<file path="config.mk">
export PLATFORM = sky130hd
export DESIGN_NAME = playfair_cipher_encrypt_core
export DESIGN_NICKNAME = d
export VERILOG_FILES = /design/src/pfe_pkg.sv /design/src/pfe_front.sv /design/src/pfe_queue.sv /design/src/pfe_back.sv /design/src/playfair_cipher_encrypt_core.sv
export SDC_FILE = /design/constraint.sdc
export NUM_CORES = 1
export LEC_CHECK = 0
export ABC_CLOCK_PERIOD_IN_PS = 6600
export CORE_MARGIN = 2
export CORE_UTILIZATION = 47
export DETAILED_ROUTE_END_ITERATION = 16
export DONT_BUFFER_PORTS = 1
export PLACE_DENSITY = 0.6
export SLEW_MARGIN = 20
export SYNTH_ARGS = -nofsm -noshare
export SYNTH_HDL_FRONTEND = slang
export SYNTH_HIERARCHICAL = 1
export SYNTH_SLANG_ARGS = --single-unit
export TNS_END_PERCENT = 100
</file>
<file path="constraint.sdc">
create_clock -name clock -period 6.6 [get_ports clock]
set_clock_uncertainty 0.15 [all_clocks]
set_input_delay 1.32 -clock clock [delete_from_list [all_inputs] [get_ports clock]]
set_output_delay 1.32 -clock clock [all_outputs]
set_load 0.01 [all_outputs]
</file>
<file path="src/pfe_pkg.sv">
// ----------------------------------------------------------------------------
// pfe_pkg: shared types and constants of the Playfair encryption core
// Letter codes, the command format of the front-to-back queue and the
// cell geometry helpers of the 5x5 square.
// ----------------------------------------------------------------------------
package pfe_pkg;

   localparam int LETTER_W = 5;
   localparam int LETTERS = 26;
   localparam int CELLS = 25;
   localparam int QUEUE_DEPTH = 2;

   localparam logic [LETTER_W-1:0] LETTER_I = 5'd8;
   localparam logic [LETTER_W-1:0] LETTER_J = 5'd9;
   localparam logic [LETTER_W-1:0] LETTER_X = 5'd23;
   localparam logic [LETTER_W-1:0] LETTER_Z = 5'd25;
   localparam logic [LETTER_W-1:0] CELL_COUNT = 5'd25;
   localparam logic [LETTER_W-1:0] LAST_ROW_START = 5'd20;
   localparam logic [2:0] LAST_COL = 3'd4;

   typedef enum logic {
      OP_KEY  = 1'b0,
      OP_PAIR = 1'b1
   } op_type;

   // For OP_KEY, a is the keyword letter and twice requests the fill.
   // For OP_PAIR, a and b form the pair and twice repeats it once more.
   typedef struct packed {
      op_type                op;
      logic [LETTER_W-1:0]   a;
      logic [LETTER_W-1:0]   b;
      logic                  twice;
   } cmd_type;

   typedef struct packed {
      logic                  idle;
      logic [LETTER_W-1:0]   fill_count;
   } status_type;

   function automatic logic [2:0] cell_row(input logic [LETTER_W-1:0] c);
      logic [2:0] r;
      if (c >= 5'd20) begin
         r = 3'd4;
      end else if (c >= 5'd15) begin
         r = 3'd3;
      end else if (c >= 5'd10) begin
         r = 3'd2;
      end else if (c >= 5'd5) begin
         r = 3'd1;
      end else begin
         r = 3'd0;
      end
      return r;
   endfunction

   function automatic logic [LETTER_W-1:0] row_base(input logic [2:0] r);
      return LETTER_W'({r, 2'b00}) + LETTER_W'(r);
   endfunction

   function automatic logic [2:0] cell_col(input logic [LETTER_W-1:0] c);
      logic [LETTER_W-1:0] d;
      d = c - row_base(cell_row(c));
      return d[2:0];
   endfunction

endpackage

</file>
<file path="src/pfe_front.sv">
// ----------------------------------------------------------------------------
// pfe_front: request intake and classification
// Saturates and maps letters, pairs message letters and writes one
// command per request that has work for the back end.
// ----------------------------------------------------------------------------
module pfe_front import pfe_pkg::*; (
   input  logic                clock,
   input  logic                reset,
   input  logic                req_tvalid,
   output logic                req_tready,
   input  logic                req_func,
   input  logic [LETTER_W-1:0] req_letter,
   input  logic                req_last,
   input  logic                q_full,
   output logic                q_push,
   output cmd_type             q_cmd
);

   logic                pending_valid_ff, pending_valid_in;
   logic [LETTER_W-1:0] pending_letter_ff, pending_letter_in;
   logic                accept;
   logic [LETTER_W-1:0] sat_letter;
   logic [LETTER_W-1:0] msg_letter;

   assign req_tready = !q_full;
   assign accept     = req_tvalid && req_tready;
   assign sat_letter = (req_letter > LETTER_Z) ? LETTER_Z : req_letter;
   assign msg_letter = (sat_letter == LETTER_J) ? LETTER_I : sat_letter;

   always_comb begin
      pending_valid_in  = pending_valid_ff;
      pending_letter_in = pending_letter_ff;
      q_push            = 1'b0;
      q_cmd.op          = OP_PAIR;
      q_cmd.a           = msg_letter;
      q_cmd.b           = LETTER_X;
      q_cmd.twice       = 1'b0;
      if (accept) begin
         if (!req_func) begin
            q_push      = 1'b1;
            q_cmd.op    = OP_KEY;
            q_cmd.a     = sat_letter;
            q_cmd.twice = req_last;
         end else if (pending_valid_ff) begin
            q_push  = 1'b1;
            q_cmd.a = pending_letter_ff;
            if (pending_letter_ff == msg_letter) begin
               // A doubled letter is split by x; at the end the second one
               // also gets x, which repeats the same pair.
               q_cmd.twice = req_last;
               if (req_last) begin
                  pending_valid_in  = 1'b0;
                  pending_letter_in = '0;
               end
            end else begin
               q_cmd.b           = msg_letter;
               pending_valid_in  = 1'b0;
               pending_letter_in = '0;
            end
         end else if (req_last) begin
            q_push = 1'b1;
         end else begin
            pending_valid_in  = 1'b1;
            pending_letter_in = msg_letter;
         end
      end
   end

   always_ff @(posedge clock) begin
      if (reset) begin
         pending_valid_ff  <= 1'b0;
         pending_letter_ff <= '0;
      end else begin
         pending_valid_ff  <= pending_valid_in;
         pending_letter_ff <= pending_letter_in;
      end
   end

endmodule

</file>
<file path="src/pfe_queue.sv">
// ----------------------------------------------------------------------------
// pfe_queue: command queue between front and back end
// A small first-in first-out buffer of commands.
// ----------------------------------------------------------------------------
module pfe_queue import pfe_pkg::*; #(
   parameter int DEPTH = QUEUE_DEPTH
) (
   input  logic    clock,
   input  logic    reset,
   input  logic    push,
   input  cmd_type push_cmd,
   output logic    full,
   input  logic    pop,
   output logic    head_valid,
   output cmd_type head_cmd
);

   localparam int PTR_W = (DEPTH > 1) ? $clog2(DEPTH) : 1;
   localparam int CNT_W = $clog2(DEPTH + 1);

   cmd_type             entry_ff [DEPTH];
   logic [PTR_W-1:0]    wr_ptr_ff, wr_ptr_in;
   logic [PTR_W-1:0]    rd_ptr_ff, rd_ptr_in;
   logic [CNT_W-1:0]    count_ff, count_in;
   logic                do_push, do_pop;

   assign full       = (count_ff == CNT_W'(DEPTH));
   assign head_valid = (count_ff != '0);
   assign head_cmd   = entry_ff[rd_ptr_ff];
   assign do_push    = push && !full;
   assign do_pop     = pop && head_valid;

   always_comb begin
      wr_ptr_in = wr_ptr_ff;
      rd_ptr_in = rd_ptr_ff;
      count_in  = count_ff;
      if (do_push) begin
         wr_ptr_in = (wr_ptr_ff == PTR_W'(DEPTH - 1)) ? '0 : wr_ptr_ff + 1'b1;
      end
      if (do_pop) begin
         rd_ptr_in = (rd_ptr_ff == PTR_W'(DEPTH - 1)) ? '0 : rd_ptr_ff + 1'b1;
      end
      if (do_push && !do_pop) begin
         count_in = count_ff + 1'b1;
      end else if (do_pop && !do_push) begin
         count_in = count_ff - 1'b1;
      end
   end

   always_ff @(posedge clock) begin
      if (do_push) begin
         entry_ff[wr_ptr_ff] <= push_cmd;
      end
   end

   always_ff @(posedge clock) begin
      if (reset) begin
         wr_ptr_ff <= '0;
         rd_ptr_ff <= '0;
         count_ff  <= '0;
      end else begin
         wr_ptr_ff <= wr_ptr_in;
         rd_ptr_ff <= rd_ptr_in;
         count_ff  <= count_in;
      end
   end

endmodule

</file>
<file path="src/pfe_back.sv">
// ----------------------------------------------------------------------------
// pfe_back: square builder and pair encryptor
// Places keyword letters, walks the alphabet for the fill, and encrypts
// pairs through the position and square memories into the response port.
// ----------------------------------------------------------------------------
module pfe_back import pfe_pkg::*; (
   input  logic                clock,
   input  logic                reset,
   input  logic                q_valid,
   input  cmd_type             q_cmd,
   output logic                q_pop,
   output logic                rsp_tvalid,
   input  logic                rsp_tready,
   output logic [LETTER_W-1:0] rsp_letter,
   output logic                rsp_last,
   output status_type          status
);

   typedef enum logic [4:0] {
      ST_IDLE = 5'b00001,
      ST_FILL = 5'b00010,
      ST_POS  = 5'b00100,
      ST_OUT1 = 5'b01000,
      ST_OUT2 = 5'b10000
   } state_type;

   state_type           state_ff, state_in;
   logic [LETTER_W-1:0] fill_ptr_ff, fill_ptr_in;
   logic [LETTER_W-1:0] fill_count_ff, fill_count_in;
   logic [LETTERS-1:0]  used_ff, used_in;
   logic                twice_ff, twice_in;

   logic [LETTER_W-1:0] square_mem [CELLS];
   logic [LETTER_W-1:0] pos_mem [LETTERS];
   logic [LETTER_W-1:0] pos_a_ff, pos_b_ff;
   logic [LETTER_W-1:0] sq_a_ff, sq_b_ff;

   logic                place_en, place_ok;
   logic [LETTER_W-1:0] place_letter;
   logic                pos_rd_en, sq_rd_en;
   logic [LETTER_W-1:0] pa, pb, ra, rb;
   logic [2:0]          row_a, row_b, col_a, col_b;

   always_comb begin
      state_in     = state_ff;
      fill_ptr_in  = fill_ptr_ff;
      twice_in     = twice_ff;
      q_pop        = 1'b0;
      place_en     = 1'b0;
      place_letter = fill_ptr_ff;
      pos_rd_en    = 1'b0;
      sq_rd_en     = 1'b0;
      unique case (state_ff)
         ST_IDLE: begin
            if (q_valid) begin
               q_pop = 1'b1;
               if (q_cmd.op == OP_KEY) begin
                  place_en     = 1'b1;
                  place_letter = q_cmd.a;
                  if (q_cmd.twice) begin
                     fill_ptr_in = '0;
                     state_in    = ST_FILL;
                  end
               end else begin
                  pos_rd_en = 1'b1;
                  twice_in  = q_cmd.twice;
                  state_in  = ST_POS;
               end
            end
         end
         ST_FILL: begin
            place_en    = 1'b1;
            fill_ptr_in = fill_ptr_ff + 1'b1;
            if (fill_ptr_ff == LETTER_Z) begin
               state_in = ST_IDLE;
            end
         end
         ST_POS: begin
            sq_rd_en = 1'b1;
            state_in = ST_OUT1;
         end
         ST_OUT1: begin
            if (rsp_tready) begin
               state_in = ST_OUT2;
            end
         end
         ST_OUT2: begin
            if (rsp_tready) begin
               // The repeated pair has the same letters, so the cipher
               // letters already read are sent a second time.
               if (twice_ff) begin
                  twice_in = 1'b0;
                  state_in = ST_OUT1;
               end else begin
                  state_in = ST_IDLE;
               end
            end
         end
         default: begin
            state_in = ST_IDLE;
         end
      endcase
   end

   assign place_ok      = place_en && (fill_count_ff < CELL_COUNT) && !used_ff[place_letter];
   assign used_in       = place_ok ? (used_ff | (LETTERS'(1) << place_letter)) : used_ff;
   assign fill_count_in = fill_count_ff + LETTER_W'(place_ok);

   // Pair rules on the cell indexes of both letters.
   assign pa    = (pos_a_ff < CELL_COUNT) ? pos_a_ff : '0;
   assign pb    = (pos_b_ff < CELL_COUNT) ? pos_b_ff : '0;
   assign row_a = cell_row(pa);
   assign row_b = cell_row(pb);
   assign col_a = cell_col(pa);
   assign col_b = cell_col(pb);

   always_comb begin
      if (row_a == row_b) begin
         ra = (col_a == LAST_COL) ? pa - 5'd4 : pa + 5'd1;
         rb = (col_b == LAST_COL) ? pb - 5'd4 : pb + 5'd1;
      end else if (col_a == col_b) begin
         ra = (pa < LAST_ROW_START) ? pa + 5'd5 : pa - LAST_ROW_START;
         rb = (pb < LAST_ROW_START) ? pb + 5'd5 : pb - LAST_ROW_START;
      end else begin
         ra = row_base(row_a) + LETTER_W'(col_b);
         rb = row_base(row_b) + LETTER_W'(col_a);
      end
   end

   always_ff @(posedge clock) begin
      if (place_ok) begin
         square_mem[fill_count_ff] <= place_letter;
         pos_mem[place_letter]     <= fill_count_ff;
      end
      if (pos_rd_en) begin
         pos_a_ff <= pos_mem[q_cmd.a];
         pos_b_ff <= pos_mem[q_cmd.b];
      end
      if (sq_rd_en) begin
         sq_a_ff <= square_mem[ra];
         sq_b_ff <= square_mem[rb];
      end
   end

   always_ff @(posedge clock) begin
      if (reset) begin
         state_ff      <= ST_IDLE;
         fill_ptr_ff   <= '0;
         fill_count_ff <= '0;
         used_ff       <= LETTERS'(1) << LETTER_J;
         twice_ff      <= 1'b0;
      end else begin
         state_ff      <= state_in;
         fill_ptr_ff   <= fill_ptr_in;
         fill_count_ff <= fill_count_in;
         used_ff       <= used_in;
         twice_ff      <= twice_in;
      end
   end

   assign rsp_tvalid        = (state_ff == ST_OUT1) || (state_ff == ST_OUT2);
   assign rsp_letter        = (state_ff == ST_OUT2) ? sq_b_ff : sq_a_ff;
   assign rsp_last          = (state_ff == ST_OUT2) && !twice_ff;
   assign status.idle       = (state_ff == ST_IDLE);
   assign status.fill_count = fill_count_ff;

endmodule

</file>
<file path="src/playfair_cipher_encrypt_core.sv">
// ----------------------------------------------------------------------------
// playfair_cipher_encrypt_core: Playfair encryption of letter streams
// Requests on req_* carry keyword letters (tuser 0) or message letters
// (tuser 1), with tlast marking the final letter of the keyword or message.
// Responses on rsp_* carry cipher letters; tlast marks the final letter that
// one request causes. A keyword request gives no response, a message request
// gives zero, two or four cipher letters.
// A front end takes requests and hands commands through a two-entry queue to
// the back end, so requests keep flowing while responses wait. In the back
// end a keyword letter is placed as it is popped, the final keyword letter
// adds the alphabet walk, and an encrypted pair goes through pop with the
// position memory read, square memory read and two output beats, repeated
// for a doubled final letter. With an empty queue and an idle back end, a
// pair's command is registered in the queue, popped and read through both
// memories before the first cipher letter is offered. The next command is
// popped only after the final cipher letter of the current one is sent. Reset
// clears the square, the pairing state and the queue; the whole keyword must
// be sent before the message. A stalled rsp_tready holds the current cipher
// letter and backs up into the queue, then req_tready.
// ----------------------------------------------------------------------------
module playfair_cipher_encrypt_core import pfe_pkg::*; #(
   parameter int QDEPTH = QUEUE_DEPTH
) (
   input  logic       clock,
   input  logic       reset,
   input  logic       req_tvalid,
   output logic       req_tready,
   input  logic [7:0] req_tdata,   // [4:0] letter, [7:5] zero
   input  logic       req_tuser,   // [0] func
   input  logic       req_tlast,
   output logic       rsp_tvalid,
   input  logic       rsp_tready,
   output logic [7:0] rsp_tdata,   // [4:0] cipher_letter, [7:5] zero
   output logic       rsp_tlast
);

   logic                q_push, q_full, q_pop, q_valid;
   cmd_type             push_cmd, head_cmd;
   status_type          status;
   logic [LETTER_W-1:0] rsp_letter;

   pfe_front u_front (
      .clock      (clock),
      .reset      (reset),
      .req_tvalid (req_tvalid),
      .req_tready (req_tready),
      .req_func   (req_tuser),
      .req_letter (req_tdata[LETTER_W-1:0]),
      .req_last   (req_tlast),
      .q_full     (q_full),
      .q_push     (q_push),
      .q_cmd      (push_cmd)
   );

   pfe_queue #(
      .DEPTH (QDEPTH)
   ) u_queue (
      .clock      (clock),
      .reset      (reset),
      .push       (q_push),
      .push_cmd   (push_cmd),
      .full       (q_full),
      .pop        (q_pop),
      .head_valid (q_valid),
      .head_cmd   (head_cmd)
   );

   pfe_back u_back (
      .clock      (clock),
      .reset      (reset),
      .q_valid    (q_valid),
      .q_cmd      (head_cmd),
      .q_pop      (q_pop),
      .rsp_tvalid (rsp_tvalid),
      .rsp_tready (rsp_tready),
      .rsp_letter (rsp_letter),
      .rsp_last   (rsp_tlast),
      .status     (status)
   );

   assign rsp_tdata = {3'b000, rsp_letter};

   // The front end never writes a command into a full queue.
   a_no_push_full: assert property (@(posedge clock) disable iff (reset)
      q_push |-> !q_full)
      else $error("command pushed into full queue");

   // Commands are taken only while the back end is idle and no response waits.
   a_pop_idle: assert property (@(posedge clock) disable iff (reset)
      q_pop |-> (status.idle && !rsp_tvalid))
      else $error("command popped while back end busy");

   // The square never holds more than 25 letters.
   a_fill_bound: assert property (@(posedge clock) disable iff (reset)
      status.fill_count <= CELL_COUNT)
      else $error("square fill count out of range");

   // After the final letter of a request the back end returns to idle.
   a_last_idle: assert property (@(posedge clock) disable iff (reset)
      (rsp_tvalid && rsp_tready && rsp_tlast) |=> (!rsp_tvalid && status.idle))
      else $error("response continues after final letter");

endmodule

</file>
==> key figures, run 1 <==
Yosys
  • Main combinational cell family by area after synthesis: multiplexers
  • Adder-Cell Fraction of Synth Area: 0.0232
  • Synthesized flop and latch total: 352
  • Mux contribution to synthesized area: 0.186
  • Post-synth EDFFs: 299
  • Post-synthesis sequential area ratio: 0.541
  • Xor/xnor share of the synthesized area: 0.0150
  • Netlist cell types: 89
  • Synth async-reset ratio: 0
  • Synth Cell Area: 18600 um^2
  • Simple-Gate Fraction of Synth Area: 0.113
  • Avg Inst Size Synth: 12.6 um^2
  • Synth Area in Compound Gates: 0.0918
  • Yosys warns: 6
  • Mapped Cells: 1472
  • Top FF cell, synth: edfxtp_1

Die
  • Initial Utilization: 0.478
  • Die area: 41100 um^2
  • Row Count: 72
  • Die Span Y: 203 um
  • Top Ports: 25
  • CORE AREA: 38800 um^2
  • Chip width: 203 um

Placed design
  • Dpl hpwl: 31.8 mm
  • Dpl cells: 1961
  • Global placer's final weighted congestion: 0.859
  • Number of port buffers: 0
  • Dpl cell area: 19200 um^2

Setup path
  • Crit path kind: flop to flop
  • CP dominant cell by count: ha_1
  • R2R Path End: u_back/sq_a_ff[4]
  • Endpoint class of the critical path: flop
  • Worst path cell trace: or3_4 -> a21o_1 -> inv_1 -> ha_1 -> and2_1 -> ha_1 -> o21bai_1 -> nand2b_1 -> nor2_1 -> nor2_1 -> ha_1 -> fa_1 -> xnor2_1 -> nand3_1 -> and3_1 -> or4_1 -> a31oi_4 -> clkbuf_16 -> mux2i_1 -> mux4_2 -> nand2_1 -> o21ai_1 -> a22oi_2
  • Critical path arrival: 6.48 ns
  • Req. time, crit path: 6.84 ns
  • Reg2reg path depth: 23
  • Worst Path Max Fanout: 56
  • Crit path largest cell delay: 0.57 ns
  • Worst reg2reg setup slack: 0.37 ns
  • Crit start category: flop
  • Critical path origin: u_back/pos_b_ff[0]
  • Worst path slowest cell: or4_1
  • Worst r2r src: u_back/pos_b_ff[0]

STA
  • RSZ-0062 raised after global routing: no
  • Tmin final: 6.23 ns
  • Final Setup Violations: 0
  • Hold slack: 0.300 ns
  • Final Hold Viols: 0
  • Max Clock Freq: 160 MHz
  • Max Slew Vio Count: 0
  • Worst-margin pin slew: 1.04 ns
  • TNS Setup: 0 ns
  • Part of the cycle the worst path needs: 0.944
  • Max_slew headroom: 0.305

Global route
  • Vias in the first global route: 12.2k
  • Largest net degree at the start of global routing: 57
  • First-pass GRT wire length: 71.4 mm
  • Gr ovfl total: 0
  • Met1 GRT Util: 0.324
  • Met3 usage: 0.0510
  • Aggregate global-route resource usage: 0.228
  • GR peak layer: met2
  • Initial antenna violation count: 0
  • M2 GR Usage: 0.354

Clock network
  • Clock Path Buffers: 3
  • Clk slew on worst S/H paths: 0.05 ns
  • TritonCTS clock tree: done
  • Max H-tree Level: 2
  • Clock Root Buffer: clkbuf_16
  • # clock sinks: 352
  • TritonCTS buffer count: 41
  • # hold bufs at CTS: 0
  • Clock latency on the worst-skew pair: 0.56 ns

Job
  • Max-cap violations: 0

Routing
  • Routed WL per cell: 22.8 um
  • Vias per cell: 6.07
  • DRT Pass-1 Iters: 5
  • DRC marker count from the first detailed-route iteration: 1219
  • Via Count: 12.4k
  • Total wire length: 46.6 mm
  • Routed Antenna Nets: 0
  • Drt drc: 0

Hold path
  • Hold Path Depth: 1
  • Hold Path Class: flop to flop
  • Hold_sp: u_back/used_ff[9]
  • Worst Hold Path EP: u_back/used_ff[9]

Final layout
  • Fin cells: 2038
  • Area growth, synth to finish: 11.4%
  • Nets: 1533
  • Final Cell Area: 20700 um^2
  • Layout cells sized above 1: 0.184
  • ANT cells: 0

Run status
  • Status: completed
## cells by family after synthesis
| family | after synthesis |
|---|---|
| other cells | 1 |
| flops | 352 |
| simple gates | 444 |
| mux | 237 |
| xor+xnor | 31 |
| buf+inv | 123 |
| fa+ha+maj | 32 |
| compound gates | 252 |
## cell usage after synthesis (27+ instances only)
cell type  count  area (um^2)
nor2_1       144          541
dfxtp_1       53         1060
mux2i_1      113         1130
mux4_2        82         1850
clkbuf_1      45          169
ha_1          28          350
a21oi_1       76          380
mux2_2        41          462
nor3_1        27          135
inv_1         33          124
nand3_1       43          215
edfxtp_1     299         8980
nand2_1      119          447
## how the worst max path moves through the flow
stage | to | slack (ns) | cells after the start
finish | u_back/sq_a_ff[4] | 0.37 | 23
global route | u_back/sq_a_ff[4] | 0.02 | 23
CTS | u_back/sq_a_ff[2] | 0.37 | 22
detailed placement | u_back/sq_a_ff[2] | 0.39 | 22
global placement | u_back/sq_a_ff[2] | 0.50 | 22
floorplan | u_back/sq_a_ff[0] | 0.87 | 24
## what timing repair did
action                     in CTS  in global routing
resized for setup               0                  5
setup endpoints to repair       0                  8
buffers inserted                0                  1
## sequential cells by signal, indices dropped and copies added, names as in the netlist, 24 cells and up, named ones only
| signal | flops |
|---|---|
| u_queue/entry_ff | 24 |
| u_back/used_ff | 26 |
| u_back/square_mem | 125 |
| u_back/pos_mem | 130 |
## critical path: cells and delay by family (launching register included)
| family | cells | cell delay [ns] |
|---|---|---|
| simple gates | 9 | 2.06 |
| fa+ha+maj | 4 | 1.01 |
| compound gates | 5 | 0.84 |
| mux | 2 | 0.69 |
| flops | 1 | 0.55 |
| buf+inv | 2 | 0.47 |
| xor+xnor | 1 | 0.26 |
## layer usage
metal  up-vias  routed length, um
li1       5669                  -
met1      6187              20300
met2       450              21100
met3        67               4110
met4         0                978
met5         -                  0
## placed cells by master, fill, tap and decap left out, types with 16 or more instances in the layout
master     count
a21oi_1       76
and2_1        16
buf_4         53
xor2_1        18
nor2b_1       18
nor3_1        26
edfxtp_1     299
o21ai_0       23
nand2_1      119
a211oi_1      21
clkbuf_16     44
mux2i_1      113
and3_1        20
dfxtp_1       53
ha_1          28
nor2_1       144
o21ai_1       16
mux2_2        41
mux4_2        82
inv_1         33
nand3_1       43
a31oi_1       22
## final cells by class
type | instances | area, um^2
Clock buffer | 62 | 1210
Clock inverter | 14 | 204
Fill cell | 3242 | 18100
Inverter | 38 | 143
Multi-Input combinational cell | 999 | 8000
Sequential cell | 352 | 10000
Tap cell | 518 | 648
Timing Repair Buffer | 55 | 443
## through the flow
stage	setup slack (ns)	util
final	0.368	0.533
after global routing	0.0166	0.533
after CTS	0.375	0.532
after detailed placement	0.392	0.496
after global placement	0.495	0.496
after floorplan	0.871	-
Power of run 1 is not shown: default switching activity piles up to over one toggle a cycle in this logic, so the estimate is an artifact.
==> inputs of run 2 (changes only) <==
Settings changed: ABC_CLOCK_PERIOD_IN_PS 6600 to 7800, CELL_PAD_IN_SITES_DETAIL_PLACEMENT set to 0, CELL_PAD_IN_SITES_GLOBAL_PLACEMENT set to 1, PLACE_DENSITY 0.6 to 0.7.
Clock period 6.6 ns to 7.8 ns, I/O delays scaled along.
==> run 2 against run 1 <==
Final cell count is 1.7% lower. Fmax is 10% lower. Hold slack better by 0.012 ns.
==> key figures, run 2 (synthesis results as in run 1) <==
Setup path
  • Crit path kind: flop to flop
  • Critical path arrival: 7.18 ns
  • Crit path buf inv count: 1
  • Critical path origin: u_back/pos_a_ff[4]
  • CP top delay family: compound AO/OA/AOI/OAI gates
  • Req. time, crit path: 8.06 ns
  • Worst r2r src: u_back/pos_a_ff[4]
  • Crit path largest cell delay: 0.71 ns
  • CP dominant cell by count: ha_1
  • Worst path cell trace: nand2_1 -> o21ai_0 -> inv_1 -> ha_1 -> and2_1 -> ha_1 -> a31oi_1 -> o311ai_4 -> and2_1 -> ha_1 -> fa_1 -> xnor2_1 -> xor2_2 -> or3_1 -> and3_1 -> a211oi_1 -> or2_1 -> nand2_1 -> o211a_1 -> a22oi_1 -> a21boi_1
  • Worst path slowest cell: or2_1
  • Crit start category: flop
  • Worst Path Max Fanout: 10
  • Endpoint class of the critical path: flop

Die
  • Chip width: 203 um
  • Row Count: 72
  • Die area: 41100 um^2
  • Top Ports: 25
  • Initial Utilization: 0.478
  • Die Span Y: 203 um
  • CORE AREA: 38800 um^2

Clock network
  • Max H-tree Level: 2
  • Clock Root Buffer: clkbuf_16
  • Post_cts resized: 0
  • TritonCTS buffer count: 39
  • Clock Path Buffers: 3
  • TritonCTS clock tree: done
  • Clk slew on worst S/H paths: 0.06 ns
  • Postcts setup bufs: 0
  • Clock latency on the worst-skew pair: 0.57 ns
  • # hold bufs at CTS: 0
  • # clock sinks: 352

STA
  • Tmin final: 6.92 ns
  • Final Hold Viols: 0
  • Max_slew headroom: 0.308
  • Part of the cycle the worst path needs: 0.888
  • RSZ-0062 raised after global routing: no
  • Final Setup Violations: 0
  • TNS Setup: 0 ns
  • Worst-margin pin slew: 1.03 ns
  • Max Slew Vio Count: 0
  • Max Clock Freq: 144 MHz

Routing
  • Vias per cell: 5.99
  • DRC marker count from the first detailed-route iteration: 752
  • Total wire length: 46.3 mm
  • Drt drc: 0
  • DRT Pass-1 Iters: 5
  • Via Count: 12.0k
  • Routed Antenna Nets: 0
  • Routed WL per cell: 23.1 um

Global route
  • M2 GR Usage: 0.376
  • Gr ovfl total: 0
  • Initial antenna violation count: 0
  • First-pass GRT wire length: 71.1 mm
  • Met1 GRT Util: 0.318
  • Met3 usage: 0.0318
  • Aggregate global-route resource usage: 0.228
  • GR peak layer: met2
  • Largest net degree at the start of global routing: 57
  • Vias in the first global route: 11.8k

Final layout
  • Commonest non-fill, non-tap cells in the layout: edfxtp_1 (299), nor2_1 (144), nand2_1 (119)
  • Final Cell Area: 20300 um^2
  • Layout cells sized above 1: 0.166
  • Biggest regs: u_back/pos_mem x130, u_back/square_mem x125, u_back/used_ff x26
  • ANT cells: 0
  • Nets: 1503
  • Top reg by flops: u_back/pos_mem
  • Commonest non-fill, non-tap cell in the layout: edfxtp_1
  • Area taken by multi-input logic gates: 7990 um^2
  • Area growth, synth to finish: 9.28%
  • Register area: 10000 um^2
  • Fillers: 3307
  • Largest register FFs: 130

Placed design
  • Dpl cell area: 19000 um^2
  • Dpl hpwl: 31.4 mm
  • Number of port buffers: 0
  • Global placer's final weighted congestion: 0.836

Hold path
  • Hold_sp: u_back/used_ff[8]
  • Hold Path Class: flop to flop

Job
  • Max-cap violations: 0

Run status
  • Status: completed
-- run 2: changes by cell type in the layout (fill, tap and decap cells not counted), sizes merged --
cell	before	now
bufinv	4	3
clkinv	4	13
clkbuf	63	50
clkinvlp	2	1
buf	54	27
inv	42	40
-- run 2: path summary, 6_finish.rpt --
kind / cells past startpoint / slack, ns / endpoint
worst max register to register: 21 / 0.88 / u_back/sq_b_ff[4]
worst min register to register: 2 / 0.31 / u_back/used_ff[8]
worst min-delay path: 2 / 0.31 / u_back/used_ff[8]
worst max-delay path: 21 / 0.88 / u_back/sq_b_ff[4]
-- run 2: metrics by stage --
step	hold WS, ns	worst slack [ns]	std cells	util
final	0.311	0.876	2003	0.523
after global routing	0.340	0.396	2003	0.523
after CTS	0.314	0.925	2003	0.523
after detailed placement	0.299	0.944	1934	0.490
after global placement	0.292	1.07	1934	0.490
after floorplan	0.260	2.07	1474	-
-- run 2: layout make-up --
class | instances | area share
Inverter | 38 | 0.00703
Multi-Input combinational cell | 999 | 0.393
Timing Repair Buffer | 27 | 0.0112
Sequential cell | 352 | 0.495
Clock inverter | 19 | 0.00956
Clock buffer | 50 | 0.0522
Tap cell | 518 | 0.0319
-- run 2: worst register-to-register path, cell delays in order, from the launching register on --
cell and delay [ns]:
edfxtp_1 0.50, nand2_1 0.20, o21ai_0 0.37, inv_1 0.12, ha_1 0.22, and2_1 0.14, ha_1 0.18, a31oi_1 0.33
o311ai_4 0.26, and2_1 0.26, ha_1 0.19, fa_1 0.37, xnor2_1 0.36, xor2_2 0.17, or3_1 0.49, and3_1 0.18
a211oi_1 0.53, or2_1 0.71, nand2_1 0.22, o211a_1 0.29, a22oi_1 0.32, a21boi_1 0.22
-- run 2: per-layer routing --
| layer | share of wire | wire length [um] |
|---|---|---|
| met5 | 0 | 0 |
| met4 | 0.018 | 840 |
| met3 | 0.048 | 2230 |
| met2 | 0.48 | 22500 |
| met1 | 0.45 | 20800 |
Power of run 2 is left out for the same reason.
